==> config.mk <==
export PLATFORM = sky130hd
export DESIGN_NAME = dtoi_fold
export DESIGN_NICKNAME = d
export VERILOG_FILES = /design/src/dtoi_pkg.sv /design/src/dtoi_fold.sv
export SDC_FILE = /design/constraint.sdc
export NUM_CORES = 2
export LEC_CHECK = 0
export BUFFER_PORTS_ARGS = -buffer_cell sky130_fd_sc_hd__clkbuf_2
export CAP_MARGIN = 20
export CORE_AREA = 4 4 316 318
export DETAILED_ROUTE_END_ITERATION = 8
export DIE_AREA = 0 0 320 322
export PLACE_DENSITY_LB_ADDON = 0.12
export SYNTH_ARGS = -nofsm -noshare
export SYNTH_HDL_FRONTEND = slang
export SYNTH_SLANG_ARGS = --single-unit
==> constraint.sdc <==
create_clock -name clock -period 9.64 [get_ports clock]
set_input_delay 1.446 -clock clock [delete_from_list [all_inputs] [get_ports clock]]
set_output_delay 1.446 -clock clock [all_outputs]
set_load 0.01 [all_outputs]
==> src/dtoi_pkg.sv <==
// ----------------------------------------------------------------------------
// Decimal text to int64 package
// Shared payload types, status and mode codes, character constants, control
// bundles between the parser's units and the power-of-ten table.
// ----------------------------------------------------------------------------
`default_nettype none

package dtoi_pkg;

   // Width of byte positions and counts within one chunk (0 to 16).
   localparam int POS_W = 5;

   localparam logic [7:0] ASCII_ZERO  = 8'h30;
   localparam logic [7:0] ASCII_NINE  = 8'h39;
   localparam logic [7:0] ASCII_MINUS = 8'h2D;

   localparam logic [15:0] SPILL_MAX = 16'hFFFF;

   localparam logic [1:0] MODE_SPILL  = 2'd0;
   localparam logic [1:0] MODE_STRICT = 2'd1;
   localparam logic [1:0] MODE_SIGNED = 2'd2;

   typedef enum logic [2:0] {
      STATUS_OK        = 3'd0,
      STATUS_EMPTY     = 3'd1,
      STATUS_NO_DIGITS = 3'd2,
      STATUS_TOO_MANY  = 3'd3,
      STATUS_OVERFLOW  = 3'd4
   } status_type;

   typedef struct packed {
      logic [63:0] chars_low;
      logic [63:0] chars_high;
      logic [4:0]  valid_count;
      logic        starts_number;
   } req_type;

   typedef struct packed {
      logic [63:0] value;
      logic [15:0] dropped_digits;
      logic [4:0]  chars_used;
      logic [2:0]  status;
   } rsp_type;

   // Controls for the byte lanes: scan fields classify, term fields weight.
   typedef struct packed {
      logic             load_term;
      logic [POS_W-1:0] scan_n;
      logic [POS_W-1:0] scan_first;
      logic [POS_W-1:0] term_first;
      logic [POS_W-1:0] term_kept;
   } lane_ctrl_type;

   typedef struct packed {
      logic load_part;
      logic load_sum;
   } merge_ctrl_type;

   typedef struct packed {
      logic load_ops;
      logic step0;
      logic step1;
      logic step2;
   } fold_ctrl_type;

   function automatic logic [63:0] pow10(input logic [POS_W-1:0] e);
      logic [63:0] p;
      case (e)
         5'd0:    p = 64'd1;
         5'd1:    p = 64'd10;
         5'd2:    p = 64'd100;
         5'd3:    p = 64'd1000;
         5'd4:    p = 64'd10000;
         5'd5:    p = 64'd100000;
         5'd6:    p = 64'd1000000;
         5'd7:    p = 64'd10000000;
         5'd8:    p = 64'd100000000;
         5'd9:    p = 64'd1000000000;
         5'd10:   p = 64'd10000000000;
         5'd11:   p = 64'd100000000000;
         5'd12:   p = 64'd1000000000000;
         5'd13:   p = 64'd10000000000000;
         5'd14:   p = 64'd100000000000000;
         5'd15:   p = 64'd1000000000000000;
         5'd16:   p = 64'd10000000000000000;
         5'd17:   p = 64'd100000000000000000;
         5'd18:   p = 64'd1000000000000000000;
         5'd19:   p = 64'd10000000000000000000;
         default: p = 64'd0;
      endcase
      return p;
   endfunction

endpackage

`default_nettype wire

==> src/dtoi_fold.sv <==
// ----------------------------------------------------------------------------
// Decimal text to int64 fold multiplier
// Scales the running value by a power of ten modulo 2^64 with one shared
// 32x32 multiplier over three steps.
// ----------------------------------------------------------------------------
`default_nettype none

module dtoi_fold (
   input  wire logic                    clock,
   input  wire dtoi_pkg::fold_ctrl_type ctrl,
   input  wire logic [63:0]             mul_a,
   input  wire logic [63:0]             mul_b,
   output logic [63:0]                  product
);

   logic [63:0] a_ff, a_in;
   logic [63:0] b_ff, b_in;
   logic [63:0] pp_ff, pp_in;
   logic [63:0] acc_ff, acc_in;
   logic [31:0] op_x;
   logic [31:0] op_y;
   logic [63:0] prod_full;

   // Step 0 forms low*low, steps 1 and 2 the cross terms (low halves only).
   assign op_x      = ctrl.step1 ? a_ff[63:32] : a_ff[31:0];
   assign op_y      = ctrl.step2 ? b_ff[63:32] : b_ff[31:0];
   assign prod_full = 64'(op_x) * 64'(op_y);

   always_comb begin
      a_in   = ctrl.load_ops ? mul_a : a_ff;
      b_in   = ctrl.load_ops ? mul_b : b_ff;
      pp_in  = (ctrl.step0 || ctrl.step1 || ctrl.step2) ? prod_full : pp_ff;
      acc_in = acc_ff;
      if (ctrl.step1) begin
         acc_in = pp_ff;
      end else if (ctrl.step2) begin
         acc_in = acc_ff + {pp_ff[31:0], 32'd0};
      end
   end

   always_ff @(posedge clock) begin
      a_ff   <= a_in;
      b_ff   <= b_in;
      pp_ff  <= pp_in;
      acc_ff <= acc_in;
   end

   assign product = acc_ff + {pp_ff[31:0], 32'd0};

endmodule

`default_nettype wire

==> impl_metrics.tcl <==
set metrics [dict create \
    place_area_um2 47700 \
    cap_viol_max_count 0 \
    htree_levels 1 \
    ys.flop_type "edfxtp_1" \
    die_area_um2 103000 \
    hold_viol 0 \
    worstSetupStartpointType "primary input" \
    timing.fmax_mhz 110 \
    yosys_register_bits 256 \
    setup_viol 0 \
    synth-compound-area-share_pct 4.89 \
    nNetsFinal 6009 \
    core_area_um2 96600 \
    worstPathArrival_ns 9.41 \
    final_cell_mix "897 x fa_1, 886 x inv_1, 614 x nor2_1" \
    rsz0062_at_grt "no" \
    final_cell_area_um2 48800 \
    path_clk_slew_ns 0.06 \
    drc 0 \
    vias_per_cell 5.40 \
    synth_edf_count 256 \
    grt_max_degree 68 \
    wl_per_cell_um 24.8 \
    slowest_delay_ns 0.54 \
    hold_path_class "reg -> reg" \
    hp-start "pp_ff[40]" \
    ctsHoldBuffers 0 \
    overflow 0 \
    slowest_stage "fa_1" \
    ant_nets 0 \
    area_delta_synth_final_pct 12.4 \
    drt_iter0_drc 2502 \
    root_buffer "clkbuf_16" \
    muxShareOfSynthArea_pct 3.62 \
    synth_top_area_share_pct 41.4 \
    grtUsageTotal_pct 29.4 \
    firstDrtPassIters 5 \
    drive_above_1_share_pct 13.7 \
    vias 32400 \
    fin_crit_ns 9.06 \
    syn_inst 4433 \
    die_h_um 322 \
    grt_pass1_vias 34500 \
    slew_viol_final 0 \
    synth-warning-count 0 \
    synth_xor_area_share_pct 1.78 \
    syn-cell-area_um2 43400 \
    path_class "in -> reg" \
    synth_area_leader_cell "fa_1" \
    cts_buffer_depth 3 \
    synth_nets 5757 \
    io_pins 197 \
    place_congestion 0.985 \
    worstSetupEndpointType "register" \
    clock_sinks 256 \
    clk_latency_ns 0.64 \
    status "completed" \
    rr_startpoint "b_ff[8]" \
    synthTopCellsByArea "fa_1 41%, edfxtp_1 18%, ha_1 8.5%, inv_1 7.7%, nor2_1 5.3%" \
    async_reset_ff_share_pct 0 \
    fillCellCount 8947 \
    wl_mm 149 \
    post_cts_buffers 0 \
    worstPathRequired_ns 10.00 \
    synth_seq_area_share_pct 17.7 \
    crit_fanout 36 \
    avgSynthCellArea_um2 9.79 \
    final_common_cell "fa_1" \
    tritoncts "built" \
    fin_crit_sh_pct 94.0 \
    die_w_um 320 \
    synth-simple-area-share_pct 12.3 \
    cts_resized 0 \
    antenna_found_initial 1 \
    cpMostUsedCell "fa_1" \
    initial_core_util_pct 45.0 \
    worstMarginPinSlew_ns 0.898 \
    crit_path_start "ctrl[1]" \
    relSlewSlack_pct 40.1 \
    dp_hpwl_mm 124 \
    io_buffer_count 196 \
    cts_buffers 31 \
    clock_skew_ns 0.0190 \
    synth_fa_ha_area_share_pct 49.8 \
    synth_cell_types 73 \
    rows 114 \
    synth_top_family_by_area "adder cells" \
    grt_pass1_wl_mm 222 \
]
==> flip-flops by register name, indices dropped and copies added (netlist names) <==
| signal | count |
|---|---|
| a_ff | 64 |
| acc_ff | 64 |
| b_ff | 64 |
| pp_ff | 64 |
==> final timing paths <==
path / end / slack [ns] / cells past startpoint
worst max-delay path: pp_ff[63] / 0.58 / 25
worst min-delay path: acc_ff[40] / 0.51 / 2
worst max register to register: pp_ff[63] / 1.61 / 21
worst min register to register: acc_ff[40] / 0.51 / 2
==> cell usage after synthesis, drive strengths merged, types with 2 or more instances <==
cell     number
fa          897
inv         887
nor2        614
nand2       565
ha          294
edfxtp      256
clkbuf      168
a21oi       100
mux2         79
mux2i        68
o21ai        59
xnor2        59
buf          55
a21o         45
and2         41
xor2         29
nand4        22
o21bai       19
nand3        17
nor3         17
and3         14
o21a         14
a31oi        12
a211oi        8
nor2b         8
a2111oi       7
o211ai        7
or3           7
nand2b        6
o211a         6
o31ai         6
o22ai         4
a21boi        3
nor4          3
o221a         3
o221ai        3
o311ai        3
or2           3
a211o         2
a221oi        2
a311oi        2
and4          2
o41ai         2
or4           2
==> per-layer routing <==
layer | vias up | GRT usage (%) | wire length (µm)
li1 | 14000 | - | -
met1 | 16600 | 37.9 | 58000
met2 | 1383 | 48.0 | 69300
met3 | 373 | 6.11 | 12400
met4 | 0 | 13.6 | 8900
met5 | - | 0 | 0
==> cells by family (layout without fill, tap and decap cells) <==
family          Yosys count  count (layout)
buf+inv                1110            1387
compound gates          316             316
xor+xnor                 88              88
flops                   256             256
other cells               0               3
fa+ha+maj              1191            1191
simple gates           1325            1325
mux                     147             147
==> area by class of cell <==
cell class              count  area [µm²]  share of cell area [%]
clock inverters            26         297                   0.607
inverters                 887        3330                    6.82
clock buffers              32         779                    1.60
repair buffers            442        3480                    7.13
flip-flops and latches    256        7690                    15.7
diodes                      3        7.51                  0.0154
well taps                1276        1600                    3.27
multi-input cells        3067       31600                    64.8
==> critical path, delay by kind of cell <==
kind | cells | cell delay, ns
compound gates | 4 | 1.14
fa+ha+maj | 9 | 4.26
buf+inv | 7 | 1.13
mux | 1 | 0.46
simple gates | 4 | 0.93
==> metrics by stage <==
stage                     setup slack (ns)  instances   TNS, ns  hold WS (ns)  utilization, %
after floorplan                    0.00798       4433         0         0.487               -
after global placement              0.0760       5928         0         0.501            49.4
after detailed placement          -0.00139       5928  -0.00139         0.502            49.4
after CTS                            0.664       5986         0         0.518            50.5
after global routing                 0.272       5986         0         0.569            50.5
final                                0.582       5989         0         0.514            50.6
Power is not shown: default switching activity piles up to over one toggle a cycle in this logic, so the estimate is an artifact.
