[src/dtoi_pkg.sv]
// ----------------------------------------------------------------------------
// Decimal text to int64 package
// Shared payload types, status and mode codes, character constants, control
// bundles between the parser's units and the power-of-ten table.
// ----------------------------------------------------------------------------
`default_nettype none

package dtoi_pkg;

   // Width of byte positions and counts within one chunk (0 to 16).
   localparam int POS_W = 5;

   localparam logic [7:0] ASCII_ZERO  = 8'h30;
   localparam logic [7:0] ASCII_NINE  = 8'h39;
   localparam logic [7:0] ASCII_MINUS = 8'h2D;

   localparam logic [15:0] SPILL_MAX = 16'hFFFF;

   localparam logic [1:0] MODE_SPILL  = 2'd0;
   localparam logic [1:0] MODE_STRICT = 2'd1;
   localparam logic [1:0] MODE_SIGNED = 2'd2;

   typedef enum logic [2:0] {
      STATUS_OK        = 3'd0,
      STATUS_EMPTY     = 3'd1,
      STATUS_NO_DIGITS = 3'd2,
      STATUS_TOO_MANY  = 3'd3,
      STATUS_OVERFLOW  = 3'd4
   } status_type;

   typedef struct packed {
      logic [63:0] chars_low;
      logic [63:0] chars_high;
      logic [4:0]  valid_count;
      logic        starts_number;
   } req_type;

   typedef struct packed {
      logic [63:0] value;
      logic [15:0] dropped_digits;
      logic [4:0]  chars_used;
      logic [2:0]  status;
   } rsp_type;

   // Controls for the byte lanes: scan fields classify, term fields weight.
   typedef struct packed {
      logic             load_term;
      logic [POS_W-1:0] scan_n;
      logic [POS_W-1:0] scan_first;
      logic [POS_W-1:0] term_first;
      logic [POS_W-1:0] term_kept;
   } lane_ctrl_type;

   typedef struct packed {
      logic load_part;
      logic load_sum;
   } merge_ctrl_type;

   typedef struct packed {
      logic load_ops;
      logic step0;
      logic step1;
      logic step2;
   } fold_ctrl_type;

   function automatic logic [63:0] pow10(input logic [POS_W-1:0] e);
      logic [63:0] p;
      case (e)
         5'd0:    p = 64'd1;
         5'd1:    p = 64'd10;
         5'd2:    p = 64'd100;
         5'd3:    p = 64'd1000;
         5'd4:    p = 64'd10000;
         5'd5:    p = 64'd100000;
         5'd6:    p = 64'd1000000;
         5'd7:    p = 64'd10000000;
         5'd8:    p = 64'd100000000;
         5'd9:    p = 64'd1000000000;
         5'd10:   p = 64'd10000000000;
         5'd11:   p = 64'd100000000000;
         5'd12:   p = 64'd1000000000000;
         5'd13:   p = 64'd10000000000000;
         5'd14:   p = 64'd100000000000000;
         5'd15:   p = 64'd1000000000000000;
         5'd16:   p = 64'd10000000000000000;
         5'd17:   p = 64'd100000000000000000;
         5'd18:   p = 64'd1000000000000000000;
         5'd19:   p = 64'd10000000000000000000;
         default: p = 64'd0;
      endcase
      return p;
   endfunction

endpackage

`default_nettype wire

[src/dtoi_merge.sv]
// ----------------------------------------------------------------------------
// Decimal text to int64 lane merge
// Two-level registered adder tree that sums the weighted lane digits into
// the value of the chunk's kept digits.
// ----------------------------------------------------------------------------
`default_nettype none

module dtoi_merge #(
   parameter int CHUNK_BYTES = 16
) (
   input  wire logic                              clock,
   input  wire dtoi_pkg::merge_ctrl_type          ctrl,
   input  wire logic [CHUNK_BYTES-1:0][63:0]      terms,
   output logic [63:0]                            sum
);

   localparam int GROUPS = (CHUNK_BYTES + 3) / 4;

   logic [GROUPS-1:0][63:0] part_ff;
   logic [GROUPS-1:0][63:0] part_in;
   logic [63:0]             sum_ff;
   logic [63:0]             sum_in;

   always_comb begin
      logic [63:0] grp;
      logic [63:0] total;
      total = 64'd0;
      for (int g = 0; g < GROUPS; g++) begin
         grp = 64'd0;
         for (int j = 0; j < 4; j++) begin
            if (g * 4 + j < CHUNK_BYTES) begin
               grp = grp + terms[g * 4 + j];
            end
         end
         part_in[g] = ctrl.load_part ? grp : part_ff[g];
         total = total + part_ff[g];
      end
      sum_in = ctrl.load_sum ? total : sum_ff;
   end

   always_ff @(posedge clock) begin
      part_ff <= part_in;
      sum_ff  <= sum_in;
   end

   assign sum = sum_ff;

endmodule

`default_nettype wire

[config.mk]
export PLATFORM = sky130hd
export DESIGN_NAME = dtoi_merge
export DESIGN_NICKNAME = d
export VERILOG_FILES = /design/src/dtoi_pkg.sv /design/src/dtoi_merge.sv
export SDC_FILE = /design/constraint.sdc
export NUM_CORES = 2
export LEC_CHECK = 0
export BUFFER_PORTS_ARGS = -buffer_cell sky130_fd_sc_hd__buf_2
export CAP_MARGIN = 0
export CORE_AREA = 8 8 416 418
export DETAILED_ROUTE_END_ITERATION = 16
export DIE_AREA = 0 0 424 426
export PLACE_DENSITY_LB_ADDON = 0.12
export SLEW_MARGIN = 25
export SYNTH_ARGS = -nofsm -noshare
export SYNTH_HDL_FRONTEND = slang
export SYNTH_SLANG_ARGS = --single-unit
[constraint.sdc]
create_clock -name clock -period 14.6 [get_ports clock]
set_clock_uncertainty 0.1 [all_clocks]
set_input_delay 2.19 -clock clock [delete_from_list [all_inputs] [get_ports clock]]
set_output_delay 2.19 -clock clock [all_outputs]
set_load 0.02 [all_outputs]
==> results.txt <==
In the final design database the tool counted about 8.4k nets. The count of buffers inserted at the top-level ports came out at 1090. The multi-input logic area is 30550 µm². Counting every sink on the clock net gives 320. The remaining antenna violation count came out at 0. Clock latency on the worst-skew pair, taken at its later pin, is between 0.5 and 0.6 ns. The count of pins over their slew limit was 0. The peak per-stage delay on the critical path came out at 0.76 ns. The arithmetic-cell share of the synthesized area counting full adders, half adders and majority gates came out at between 30% and 40%. The fraction of layout cells with a size suffix above 1 is a little under a fifth.

The post-synthesis register bit count is 320. The maximum buffer depth of the clock tree is 3. The fill cell total of the finished layout came out at roughly 18k. The area share of the largest cell type after synthesis came out at a little over a quarter.

The site row count came out at 150. Of the total synthesized cell area, the portion taken by AND, OR, NAND and NOR gates is around 8.1%. Counting I/O delays and the setup requirement, the final critical path takes 6.857 ns.

For flop-to-flop paths, the worst setup slack is around 9.3 ns. By area the synthesized netlist is led by sky130_fd_sc_hd__fa_1, sky130_fd_sc_hd__edfxtp_1, sky130_fd_sc_hd__inv_1. The overflow left after global routing came out at 0. The total I/O pin count came out at about 1.1k. The worst path uses a little under half of the clock period. The fraction of the yosys area taken by sequential cells came out at roughly 20%. The sum of negative setup slack is 0 ns. The setup path with the least slack is of type in -> reg.

Setup repair after global routing left no endpoint under its margin. The number of max-cap violations is 0. The netlist area before placement came out at about 48000 µm². The detailed router placed between 30k and 40k vias in this run.

The fraction of synthesized area in multiplexers came out at less than 1%. The area inside the core boundary is 166300 µm². The total clock buffers created by CTS came out at 44. During synthesis, Yosys emitted a total of 0 warnings. Across the whole layout, storage elements account for just under 10000 µm². The area growth from synthesis to layout came out at 19.39%. The worst-margin pin slew is 0.9470 ns. The slowest stage of the critical path belongs to the cell sky130_fd_sc_hd__a31oi_1. The origin of the worst min-delay path is part_ff[192]. The number of endpoints with negative hold slack in the final report came out at 0. The pin count of the biggest net entering global routing is 79. In the final routed layout, each cell accounts on average for between 15 and 20 µm.

The global router's overall resource usage is 18.32%. The largest fanout of any net on the critical path came out at 4. The total setup buffers inserted after CTS is 0.

By area, the combinational part of the netlist is dominated by adder cells. The via count of the first global-routing pass came out at about 42k. Dividing the detail-routed via count by the number of cells gives ~4.5. The die boundary height came out at around 430 µm. For the worst setup path, the data arrival time is between 7 and 8 ns.

The run finished with clean final reports. The number of gates resized after CTS came out at 0. The number of different library cells used by synthesis comes to between 90 and 100. The number of hold-repair buffers added at the cts stage came out at 0. TritonCTS built the clock tree. The count of routing violations after the opening detailed-route iteration is approximately 2.0k. The detailed-route DRC error count is 0.

STA classifies the critical path startpoint as an input port. The first-pass detailed-route iteration total came out at 5. The post-route standard cell area excluding fillers is between 50000 and 60000 µm².

The area of the die came out at approximately 180000 µm². Leaving out fill and tap cells, the most frequent cells in the layout are sky130_fd_sc_hd__inv_1, sky130_fd_sc_hd__buf_2, sky130_fd_sc_hd__fa_1. A synthesized cell averages roughly 8.7 µm². The library cell used most frequently in the layout, excluding fill and tap cells, is sky130_fd_sc_hd__inv_1. The cell sitting at the root of the clock tree is a sky130_fd_sc_hd__clkbuf_16. The placer's final routability congestion estimate came out at between 0.8 and 0.9.

The path category of the worst min-delay check is reg -> reg. For this configuration, the core starts out at a cell density of 28.59%. For hold timing, the worst endpoint is sum[0]. The worst hold path stage count came out at 1. The worst register-to-register path ends at sum[63].

The number of cells on the worst reg-to-reg path came out at 16. The half-perimeter wire length after placement came out at approximately 150000 µm. The xor-xnor portion of the synthesized cell area is 5.767%. The aggregate routed wire length came out at approximately 170000 µm. The cell area after placement is approximately 55000 µm².

The element type at the critical path end is a flip-flop. The die is between 400 and 500 µm wide. The initial antenna violation count is 18. The required time at the worst-slack endpoint is roughly 15 ns. The count of flip-flops with a built-in enable after synthesis is 320. The maximum operating frequency came out at 145.8 MHz. When the netlist entered floorplanning its net count stood at 7417. The synthesized netlist devotes between 10% and 20% of its cell area to compound gates. Among all flip-flop cells after synthesis, the most frequent one is sky130_fd_sc_hd__edfxtp_1. The deepest level of the CTS H-tree came out at 2. The first global-routing pass estimated roughly 250000 µm of wire.

Walking the worst path, the cells encountered are buf_2 > inv_1 > fa_1 > fa_1 > inv_1 > ha_1 > a21o_1 > a21oi_1 > o21a_1 > nor4b_1 > o31ai_1 > a31oi_1 > a31oi_1 > o21ai_1 > or4_1 > and4_1. The share of async-settable or async-resettable flops after synthesis is 0%. Setup violations remaining at the end of the flow were counted as 0. Headroom to the max-slew limit came out at between 30% and 40%.

The cell type contributing the most total cell area after synthesis is sky130_fd_sc_hd__fa_1. The worst flop-to-flop path startpoint is part_ff[1]. Counting every instance in the synthesized netlist gives between 5k and 6k. Clock-pin slew was measured on the worst setup and hold paths at 0.06 ns.
## Yosys cell counts (all sizes together) (76+ instances only)
library cell / count
nand2: 227
nor2: 186
nand4: 82
edfxtp: 320
xnor2: 209
fa: 630
a21o: 226
inv: 1815
a21oi: 353
xor2: 104
clkbuf: 130
o21bai: 76
o21ai: 185
ha: 315
## worst max-delay path, delay by kind of cell
family | cells | cell delay, ns
fa+ha+maj | 3 | 1.25
buf+inv | 3 | 0.19
compound gates | 7 | 2.74
simple gates | 3 | 0.71
## cells by family (layout without fill, tap and decap cells)
logic type | Yosys count | in the layout
fa+ha+maj | 945 | 945
mux | 5 | 5
other cells | 0 | 6
xor+xnor | 313 | 313
compound gates | 1122 | 1122
buf+inv | 1953 | 2989
simple gates | 787 | 787
flops | 320 | 320
## area by class of cell
class / count / share of cell area, %
multi-input combinational: 3172 / 53.83
sequential: 320 / 16.93
inverter: 1815 / 12.00
timing repair buffer: 1095 / 9.702
tap: 2204 / 4.859
clock buffer: 49 / 2.010
clock inverter: 30 / 0.6393
antenna: 6 / 0.02645
## worst max-delay path by stage
stage,from,endpoint,slack (ns),cells past startpoint
6_report,terms[514],part_ff[170],7.74,16
5_1_grt,terms[514],part_ff[170],7.52,16
4_1_cts,terms[514],part_ff[170],7.76,16
3_5_place_dp,terms[514],part_ff[170],7.16,16
3_3_place_gp,terms[259],part_ff[124],7.12,16
2_1_floorplan,terms[257],part_ff[117],8.31,16
## flip-flops by register name, summed over array words and instances (netlist names)
register  cells
sum          64
part_ff     256
## per-layer routing
layer	share of wire (%)	global-route usage [%]	vias up
met3	4.7	2.689	114
met5	0.048	0	-
met4	1.5	2.679	14
met1	38	20.71	19130
met2	56	36.67	959
li1	-	-	19080
## through the flow
stage	setup WS [ns]	util, %	hold slack (ns)	cells
after detailed placement	7.161	33.21	0.4593	8606
after global routing	7.521	34.13	0.4733	8691
after CTS	7.762	34.12	0.4651	8685
final	7.743	34.13	0.4601	8691
after floorplan	8.308	-	0.4256	5445
after global placement	7.121	33.21	0.4629	8606
Power is not shown: default switching activity piles up to over one toggle a cycle in this logic, so the estimate is an artifact.
