## config.mk

```make
export PLATFORM = sky130hd
export DESIGN_NAME = dtoi_lane
export DESIGN_NICKNAME = d
export VERILOG_FILES = /design/src/dtoi_pkg.sv /design/src/dtoi_lane.sv
export SDC_FILE = /design/constraint.sdc
export NUM_CORES = 1
export LEC_CHECK = 0
export ABC_AREA = 1
export BUFFER_PORTS_ARGS = -buffer_cell sky130_fd_sc_hd__buf_4
export CORE_MARGIN = 2
export CORE_UTILIZATION = 55
export DETAILED_ROUTE_END_ITERATION = 16
export GPL_ROUTABILITY_DRIVEN = 0
export PLACE_DENSITY = 0.83
export REMOVE_ABC_BUFFERS = 1
export SYNTH_ARGS = -nofsm -noshare
export SYNTH_HDL_FRONTEND = slang
export SYNTH_SLANG_ARGS = --single-unit
```

## constraint.sdc

```tcl
create_clock -name clock -period 17.1 [get_ports clock]
set_input_delay 2.565 -clock clock [delete_from_list [all_inputs] [get_ports clock]]
set_output_delay 2.565 -clock clock [all_outputs]
set_load 0.1 [all_outputs]
```

## src/dtoi_pkg.sv

```systemverilog
// ----------------------------------------------------------------------------
// Decimal text to int64 package
// Shared payload types, status and mode codes, character constants, control
// bundles between the parser's units and the power-of-ten table.
// ----------------------------------------------------------------------------
`default_nettype none

package dtoi_pkg;

   // Width of byte positions and counts within one chunk (0 to 16).
   localparam int POS_W = 5;

   localparam logic [7:0] ASCII_ZERO  = 8'h30;
   localparam logic [7:0] ASCII_NINE  = 8'h39;
   localparam logic [7:0] ASCII_MINUS = 8'h2D;

   localparam logic [15:0] SPILL_MAX = 16'hFFFF;

   localparam logic [1:0] MODE_SPILL  = 2'd0;
   localparam logic [1:0] MODE_STRICT = 2'd1;
   localparam logic [1:0] MODE_SIGNED = 2'd2;

   typedef enum logic [2:0] {
      STATUS_OK        = 3'd0,
      STATUS_EMPTY     = 3'd1,
      STATUS_NO_DIGITS = 3'd2,
      STATUS_TOO_MANY  = 3'd3,
      STATUS_OVERFLOW  = 3'd4
   } status_type;

   typedef struct packed {
      logic [63:0] chars_low;
      logic [63:0] chars_high;
      logic [4:0]  valid_count;
      logic        starts_number;
   } req_type;

   typedef struct packed {
      logic [63:0] value;
      logic [15:0] dropped_digits;
      logic [4:0]  chars_used;
      logic [2:0]  status;
   } rsp_type;

   // Controls for the byte lanes: scan fields classify, term fields weight.
   typedef struct packed {
      logic             load_term;
      logic [POS_W-1:0] scan_n;
      logic [POS_W-1:0] scan_first;
      logic [POS_W-1:0] term_first;
      logic [POS_W-1:0] term_kept;
   } lane_ctrl_type;

   typedef struct packed {
      logic load_part;
      logic load_sum;
   } merge_ctrl_type;

   typedef struct packed {
      logic load_ops;
      logic step0;
      logic step1;
      logic step2;
   } fold_ctrl_type;

   function automatic logic [63:0] pow10(input logic [POS_W-1:0] e);
      logic [63:0] p;
      case (e)
         5'd0:    p = 64'd1;
         5'd1:    p = 64'd10;
         5'd2:    p = 64'd100;
         5'd3:    p = 64'd1000;
         5'd4:    p = 64'd10000;
         5'd5:    p = 64'd100000;
         5'd6:    p = 64'd1000000;
         5'd7:    p = 64'd10000000;
         5'd8:    p = 64'd100000000;
         5'd9:    p = 64'd1000000000;
         5'd10:   p = 64'd10000000000;
         5'd11:   p = 64'd100000000000;
         5'd12:   p = 64'd1000000000000;
         5'd13:   p = 64'd10000000000000;
         5'd14:   p = 64'd100000000000000;
         5'd15:   p = 64'd1000000000000000;
         5'd16:   p = 64'd10000000000000000;
         5'd17:   p = 64'd100000000000000000;
         5'd18:   p = 64'd1000000000000000000;
         5'd19:   p = 64'd10000000000000000000;
         default: p = 64'd0;
      endcase
      return p;
   endfunction

endpackage

`default_nettype wire

```

## src/dtoi_lane.sv

```systemverilog
// ----------------------------------------------------------------------------
// Decimal text to int64 byte lane
// Classifies one chunk byte and registers its digit weighted by the power of
// ten that its place among the kept digits calls for.
// ----------------------------------------------------------------------------
`default_nettype none

module dtoi_lane #(
   parameter int LANE = 0
) (
   input  wire logic                  clock,
   input  wire logic [7:0]            chr,
   input  wire dtoi_pkg::lane_ctrl_type ctrl,
   output logic                       ok,
   output logic [63:0]                term
);

   localparam int PW = dtoi_pkg::POS_W;
   localparam logic [PW-1:0] IDX = PW'(LANE);

   logic              is_digit;
   logic              keep;
   logic [PW-1:0]     kept_end;
   logic [PW-1:0]     weight;
   logic [63:0]       weight_pow;
   logic [63:0]       scaled;
   logic [63:0]       term_ff;
   logic [63:0]       term_in;

   assign is_digit = chr inside {[dtoi_pkg::ASCII_ZERO:dtoi_pkg::ASCII_NINE]};

   // Positions before the first digit (a leading minus) never stop the scan.
   assign ok = (IDX < ctrl.scan_first) || ((IDX < ctrl.scan_n) && is_digit);

   assign kept_end   = ctrl.term_first + ctrl.term_kept;
   assign keep       = (IDX >= ctrl.term_first) && (IDX < kept_end);
   assign weight     = kept_end - IDX - PW'(1);
   assign weight_pow = dtoi_pkg::pow10(weight);

   // Digit times power of ten as a four-term shift-add.
   assign scaled = (chr[0] ? weight_pow         : 64'd0) +
                   (chr[1] ? (weight_pow << 1)  : 64'd0) +
                   (chr[2] ? (weight_pow << 2)  : 64'd0) +
                   (chr[3] ? (weight_pow << 3)  : 64'd0);

   always_comb begin
      term_in = term_ff;
      if (ctrl.load_term) begin
         term_in = keep ? scaled : 64'd0;
      end
   end

   always_ff @(posedge clock) begin
      term_ff <= term_in;
   end

   assign term = term_ff;

endmodule

`default_nettype wire

```

==> results of run 1 <==
[cell families after synthesis]
logic type / after synthesis / share of synthesized area [%]
AO/OA/AOI/OAI: 217 / 9.55
XOR/XNOR: 8 / 0.558
flip-flops: 64 / 15.3
buffers and inverters: 474 / 14.5
AND/OR/NAND/NOR: 1032 / 33.6
adder cells (fa/ha/maj): 200 / 26.5
[where the power goes]
group          internal, mW  switching, mW
clock network         0.126         0.0725
registers             0.184        0.00313
logic                 0.301          0.740
[worst paths after layout]
path | start | endpoint | slack [ns] | cells after the start
worst max-delay path | ctrl[0] | term[58] | 8.56 | 26
worst min-delay path | chr[0] | term[63] | 2.78 | 4
[worst max-delay path, stage by stage]
cell and delay (ns):
buf_4 0.11, ha_1 0.22, fa_1 0.54, inv_1 0.23, ha_1 0.19, inv_1 0.07, ha_1 0.59, inv_1 0.33
ha_1 0.30, nand3_1 0.21, o21a_1 0.26, nor2_1 0.08, fa_1 0.53, inv_1 0.06, fa_1 0.54, inv_1 0.05
ha_1 0.39, nand2_1 0.11, nor2_1 0.20, nand2_1 0.13, nor2_1 0.25, nand2_1 0.10, nand3_1 0.19, nand2_1 0.15
a21oi_1 0.17, nor2_1 0.06
[synth_stat cells, drive strengths merged]
library cell	count	area, sq um
a21boi	1	7.51
or2	7	43.8
nor2	361	1390
o21bai	8	60.1
a21o	2	15.0
and2	3	18.8
ha	90	1130
nand3	98	500
nand2	523	2000
or3	1	6.26
edfxtp	64	1920
buf	12	81.3
o31ai	2	25.0
o311ai	1	8.76
nor3b	1	7.51
clkinv	2	7.51
o21ai	89	483
nand2b	1	6.26
xor2	5	43.8
inv	435	1640
o22ai	3	18.8
a21oi	101	505
nand3b	8	60.1
nor4	5	31.3
fa	110	2200
nand4	9	56.3
o211ai	3	22.5
clkbuf	25	93.8
nor3	15	90.1
o21a	7	52.6
xnor2	3	26.3
[final cells by class]
type                            count  area (sq um)
Tap cell                          285           357
Multi-Input combinational cell   1457          8810
Clock inverter                      4          70.1
Timing Repair Buffer               98           736
Clock buffer                       11           233
Fill cell                        2077          8730
Inverter                          437          1640
Sequential cell                    64          1920
[layer usage]
metal,GRT usage (%),part of all wire (%),vias to the layer above
li1,-,-,6222
met1,41.9,40,5914
met2,50.8,44,866
met3,5.74,10,158
met4,16.8,5.8,0
met5,0,0,-
[metrics by stage]
stage               cell area [sq um]  utilization (%)  cells
finish                          13800             61.2   2356
global route                    13800             61.2   2356
CTS                             13800             61.2   2356
detailed placement              13500             59.8   2341
global placement                13500             59.8   2341
floorplan                       12400                -   1958
[layout by cell type (no fill, tap or decap), types with 3 or more instances in the layout]
cell / count
nor3_1: 12
o22ai_1: 3
inv_1: 425
xor2_1: 5
nand2_1: 515
nor2_2: 5
ha_1: 90
nand4_1: 9
nor3_2: 3
a21oi_1: 101
o21ai_0: 67
nor2_1: 354
xnor2_1: 3
edfxtp_1: 64
o211ai_1: 3
nand2_2: 6
inv_2: 9
nor4_1: 5
o21bai_1: 8
o21a_1: 7
clkbuf_16: 9
o21ai_2: 7
fa_1: 110
and2_1: 3
o21ai_1: 14
nand3_1: 96
buf_4: 98
or2_1: 7
nand3b_1: 8
==> reports/qor.csv, run 1 <==
metric,value,unit
status,finished clean,
Port Buffer Count,94,
Cell Pwr Density,104,nW/um^2
Rows,55,
"Slew Viols, Final",0,
fin crit period,8.54,ns
max reg flops,64,
post-route ant nets,0,
die area,24000,sq um
first-pass GRT wire length,60900,microns
TritonCTS clock tree,built,
Die H,155,microns
Tot Pwr,1.43,mW
hpwl dp,31000,microns
clk buf depth,2,
final setup TNS,0,ns
drc violations,0,
Hold Fails Final Rpt,0,
Finish-stage setup viols,0,
library cells used by synthesis,46,
IO Count,95,
routed via count,13200,
final wirelength,37700,microns
die width,155,microns
synth warn,0,
synthesized area per cell,6.29,sq um
min-delay worst type,in -> reg,
H-tree depth,3,
Tot GR Track Use,32.0,%
initial antenna violation count,0,
post-synthesis instance area,12600,sq um
critical path endpoint category,flip-flop,
layout cells sized above 1,7.29,%
CORE AREA,22500,sq um
Worst Path Arrival,8.64,ns
DR pass1 iterations,8,
post-cts resize count,0,
fin crit share,49.9,%
maxcap violations,0,
slew margin rel.,38.5,%
"Seq/Total Area, Yosys",15.3,%
vias in the first global route,12500,
actual slew at the worst max-slew pin,0.921,ns
routed len/inst,16.0,microns
final setup margin,8.56,ns
largest net degree at the start of global routing,65,
Total Nets Final,2297,
synth-to-layout area growth,9.72,%
# clock sinks,64,
GRT Residual Overflow,0,
Crit Path Category,in -> reg,
hold buffers post-CTS,0,
initial drt markers,1687,
"critical path fanouts, max",15,
Synth Instances,1995,
"Clk pin slew, worst setup/hold paths",0.06,ns
clock root cell,clkbuf_16,
CTS buffer count,9,
CP required,17.21,ns
Peak VDD IR,0.0000640,V
postcts setup bufs,0,
Initial Util,55.8,%
Hold Slack,2.78,ns
Ant. Diodes,0,
pre-CTS setup slack,8.36,ns
Critical Path Source Type,input port,
Via density,5.59,
fmax,0.117,GHz
Seq cells post-synth,64,
unrepaired setup endpoints after global routing,false,
Leak,7.60,nW
Note: power is estimated with default switching activity, not from simulation.
==> inputs of run 2 (changes only) <==
--- a/config.mk
+++ b/config.mk
@@ -11,7 +11,7 @@
 export CORE_UTILIZATION = 55
 export DETAILED_ROUTE_END_ITERATION = 16
 export GPL_ROUTABILITY_DRIVEN = 0
-export PLACE_DENSITY = 0.83
+export PLACE_DENSITY = 0.86
 export REMOVE_ABC_BUFFERS = 1
 export SYNTH_ARGS = -nofsm -noshare
 export SYNTH_HDL_FRONTEND = slang
==> constraint.sdc (replaced) <==
create_clock -name clock -period 7.8 [get_ports clock]
set_input_delay 1.17 -clock clock [delete_from_list [all_inputs] [get_ports clock]]
set_output_delay 1.17 -clock clock [all_outputs]
set_load 0.1 [all_outputs]
==> reports/qor.csv, run 2 (same netlist as run 1, synthesis figures left out) <==
metric,value,unit
status,finished clean,
final setup TNS,0,ns
die width,155,microns
routed len/inst,16.4,microns
initial drt markers,1865,
unrepaired setup endpoints after global routing,false,
final wirelength,38700,microns
"Slew Viols, Final",0,
CP required,7.90,ns
vias in the first global route,12500,
initial antenna violation count,0,
Leak,7.59,nW
"most common cell after layout, fill and taps aside",nand2_1,
Port Buffer Count,94,
first-pass GRT wire length,61700,microns
Rows,55,
Filler cells,1994,
hpwl dp,31400,microns
hold buffers post-CTS,0,
actual slew at the worst max-slew pin,0.970,ns
Tot GR Track Use,32.5,%
Total Nets Final,2297,
"Clk pin slew, worst setup/hold paths",0.06,ns
TritonCTS clock tree,built,
largest net degree at the start of global routing,65,
Die H,155,microns
# clock sinks,64,
critical path endpoint category,flip-flop,
Hold Slack,1.40,ns
layout cells sized above 1,7.34,%
clock root cell,clkbuf_16,
Critical Path Source Type,input port,
Via density,5.65,
GRT Residual Overflow,0,
Crit Path Category,in -> reg,
Ant. Diodes,0,
most frequent cells in the layout,"nand2_1, inv_1, nor2_1, fa_1, a21oi_1",
slew margin rel.,35.3,%
fin crit share,92.5,%
min-delay worst type,in -> reg,
IO Count,95,
"critical path fanouts, max",15,
Initial Util,55.8,%
routed via count,13300,
post-route ant nets,0,
Cell Pwr Density,226,nW/um^2
clk buf depth,2,
die area,24000,sq um
H-tree depth,3,
fin crit period,7.22,ns
maxcap violations,0,
postcts setup bufs,0,
synth-to-layout area growth,9.61,%
Worst Path Arrival,7.32,ns
DR pass1 iterations,10,
fmax,0.139,GHz
CORE AREA,22500,sq um
Finish-stage setup viols,0,
Peak VDD IR,0.000147,V
CTS buffer count,9,
drc violations,0,
max reg flops,64,
Hold Fails Final Rpt,0,
post-cts resize count,0,
==> run 2: changes by cell type in the layout (fill, tap and decap cells not counted), sizes merged <==
cell	before	now
clkinvlp	0	1
clkbuf	11	10
bufinv	2	1
clkinv	4	6
==> run 2: worst paths after layout <==
check / start / endpoint / slack [ns] / cells past startpoint
worst max-delay path: ctrl[0] / term[34] / 0.58 / 26
worst min-delay path: chr[0] / term[63] / 1.40 / 4
==> run 2: final cells by class <==
cell class	instances	area (sq um)	area share, %
clock buffer	10	229	1.66
clock inverter	6	60.1	0.437
inverter	437	1640	11.9
multi-input combinational	1457	8810	64.0
sequential	64	1920	14.0
tap	285	357	2.59
timing repair buffer	98	736	5.35
==> run 2: per-layer routing <==
layer,share of wire (%),vias up,track usage (%)
met5,0,-,0
met4,5.6,0,16.1
met3,11,150,5.96
met2,45,970,53.3
met1,38,5972,41.5
li1,-,6223,-
==> run 2: critical path: stages <==
cell	delay (ns)
buf_4	0.11
ha_1	0.23
fa_1	0.53
inv_1	0.22
ha_1	0.19
inv_1	0.07
ha_1	0.59
inv_1	0.33
ha_1	0.30
nand3_1	0.23
o21a_1	0.27
nor2_1	0.09
fa_1	0.55
inv_1	0.05
fa_1	0.53
inv_1	0.05
ha_1	0.37
nand2_1	0.13
nor2_1	0.22
nand2_1	0.24
nor2_1	0.19
nand2_1	0.08
nand3_1	0.20
nand2_1	0.13
a21oi_1	0.15
nor2_1	0.08
==> run 2: through the flow <==
| step | util [%] | cell area [sq um] | instances | power (mW) | setup WS [ns] |
|---|---|---|---|---|---|
| after floorplan | - | 12400 | 1958 | 2.02 | 1.40 |
| after global placement | 59.8 | 13500 | 2341 | 2.54 | 0.635 |
| after detailed placement | 59.8 | 13500 | 2341 | 2.60 | 0.450 |
| after CTS | 61.1 | 13800 | 2357 | 3.02 | 0.793 |
| after global routing | 61.1 | 13800 | 2357 | 3.36 | 0.143 |
| final | 61.1 | 13800 | 2357 | 3.11 | 0.581 |
==> run 2: power by group <==
part           switching, mW  internal [mW]  total [mW]
combinational           1.64          0.658        2.30
clock                  0.162          0.246       0.407
sequential           0.00681          0.403       0.409
==> inputs of run 3 (changes only) <==
--- a/config.mk
+++ b/config.mk
@@ -11,6 +11,7 @@
 export CORE_UTILIZATION = 55
 export DETAILED_ROUTE_END_ITERATION = 16
 export GPL_ROUTABILITY_DRIVEN = 0
+export MAX_ROUTING_LAYER = met4
 export PLACE_DENSITY = 0.86
 export REMOVE_ABC_BUFFERS = 1
 export SYNTH_ARGS = -nofsm -noshare
==> reports/qor.csv, run 3 (same netlist as run 1, synthesis figures left out) <==
metric,value,unit
Sequential Area,1920,sq um
first-pass GRT wire length,61800,microns
Critical Path Start,ctrl[0],
fin crit period,7.25,ns
# clock sinks,64,
final setup TNS,0,ns
Crit Path Category,in -> reg,
postcts setup bufs,0,
layout cells sized above 1,7.34,%
Initial Util,55.8,%
vias in the first global route,12400,
Filler cells,1994,
WHS Path Cells,4,
"critical path fanouts, max",15,
DR pass1 iterations,13,
Die H,155,microns
worst min-delay path startpoint,chr[0],
most frequent cells in the layout,"nand2_1, inv_1, nor2_1, fa_1, a21oi_1",
min-delay worst type,in -> reg,
fin crit share,93.0,%
Hold Fails Final Rpt,0,
die width,155,microns
CP peak stage delay,0.58,ns
post-route ant nets,0,
Peak VDD IR,0.000148,V
hold buffers post-CTS,0,
maxcap violations,0,
Cell Pwr Density,226,nW/um^2
Hold Slack,1.41,ns
Rows,55,
Crit-path slowest cell,ha_1,
max reg flops,64,
final wirelength,38900,microns
critical path endpoint category,flip-flop,
slew margin rel.,34.0,%
Via density,5.67,
Leak,7.59,nW
hpwl dp,31400,microns
"Slew Viols, Final",0,
unrepaired setup endpoints after global routing,false,
H-tree depth,3,
drc violations,0,
Tot Pwr,3.11,mW
Port Buffer Count,94,
Finish-stage setup viols,0,
Worst Path Arrival,7.36,ns
"Clk pin slew, worst setup/hold paths",0.06,ns
Ant. Diodes,0,
multi-input logic area,8810,sq um
TritonCTS clock tree,built,
CTS buffer count,9,
IO Count,95,
status,finished clean,
clock root cell,clkbuf_16,
fmax,0.138,GHz
routed via count,13400,
post-cts resize count,0,
largest net degree at the start of global routing,65,
CP dominant cell by count,inv_1,
routed len/inst,16.5,microns
initial drt markers,2031,
CP required,7.90,ns
actual slew at the worst max-slew pin,0.988,ns
initial antenna violation count,0,
die area,24000,sq um
GRT Residual Overflow,0,
Finished Core Util,61.1,%
Critical Path Source Type,input port,
clk buf depth,2,
"most common cell after layout, fill and taps aside",nand2_1,
CORE AREA,22500,sq um
synth-to-layout area growth,9.61,%
Total Nets Final,2297,
Tot GR Track Use,33.6,%
run 3: cell counts in the layout (fill, tap and decap cells not counted):
No cell type changed its count.
run 3: worst paths after layout:
kind	to	slack, ns
min	term[63]	1.41
max	term[42]	0.55
run 3: per-stage QoR:
stage                     setup slack, ns  instances  instance area, sq um
final                               0.547       2357                 13800
after global routing               0.0798       2357                 13800
after CTS                           0.793       2357                 13800
after detailed placement            0.450       2341                 13500
after global placement              0.635       2341                 13500
after floorplan                      1.40       1958                 12400
run 3: cell type report:
class                           instances  area share (%)
Clock buffer                           10            1.66
Timing Repair Buffer                   98            5.35
Inverter                              437            11.9
Multi-Input combinational cell       1457            64.0
Clock inverter                          6           0.437
Tap cell                              285            2.59
Sequential cell                        64            14.0
run 3: worst max-delay path: cells and delay by family:
kind | cells | cell delay (ns)
buf+inv | 9 | 1.08
simple gates | 12 | 1.77
fa+ha+maj | 8 | 3.34
run 3: per-layer routing:
| metal | GRT usage, % | routed length, microns |
|---|---|---|
| met5 | - | 0 |
| met3 | 6.10 | 4500 |
| met2 | 53.3 | 17300 |
| met4 | 16.1 | 2200 |
| met1 | 41.7 | 15000 |
run 3: report_power, final:
group / switching (mW) / internal (mW)
sequential: 0.00684 / 0.403
combinational: 1.64 / 0.658
clock: 0.162 / 0.246
total: 1.81 / 1.31
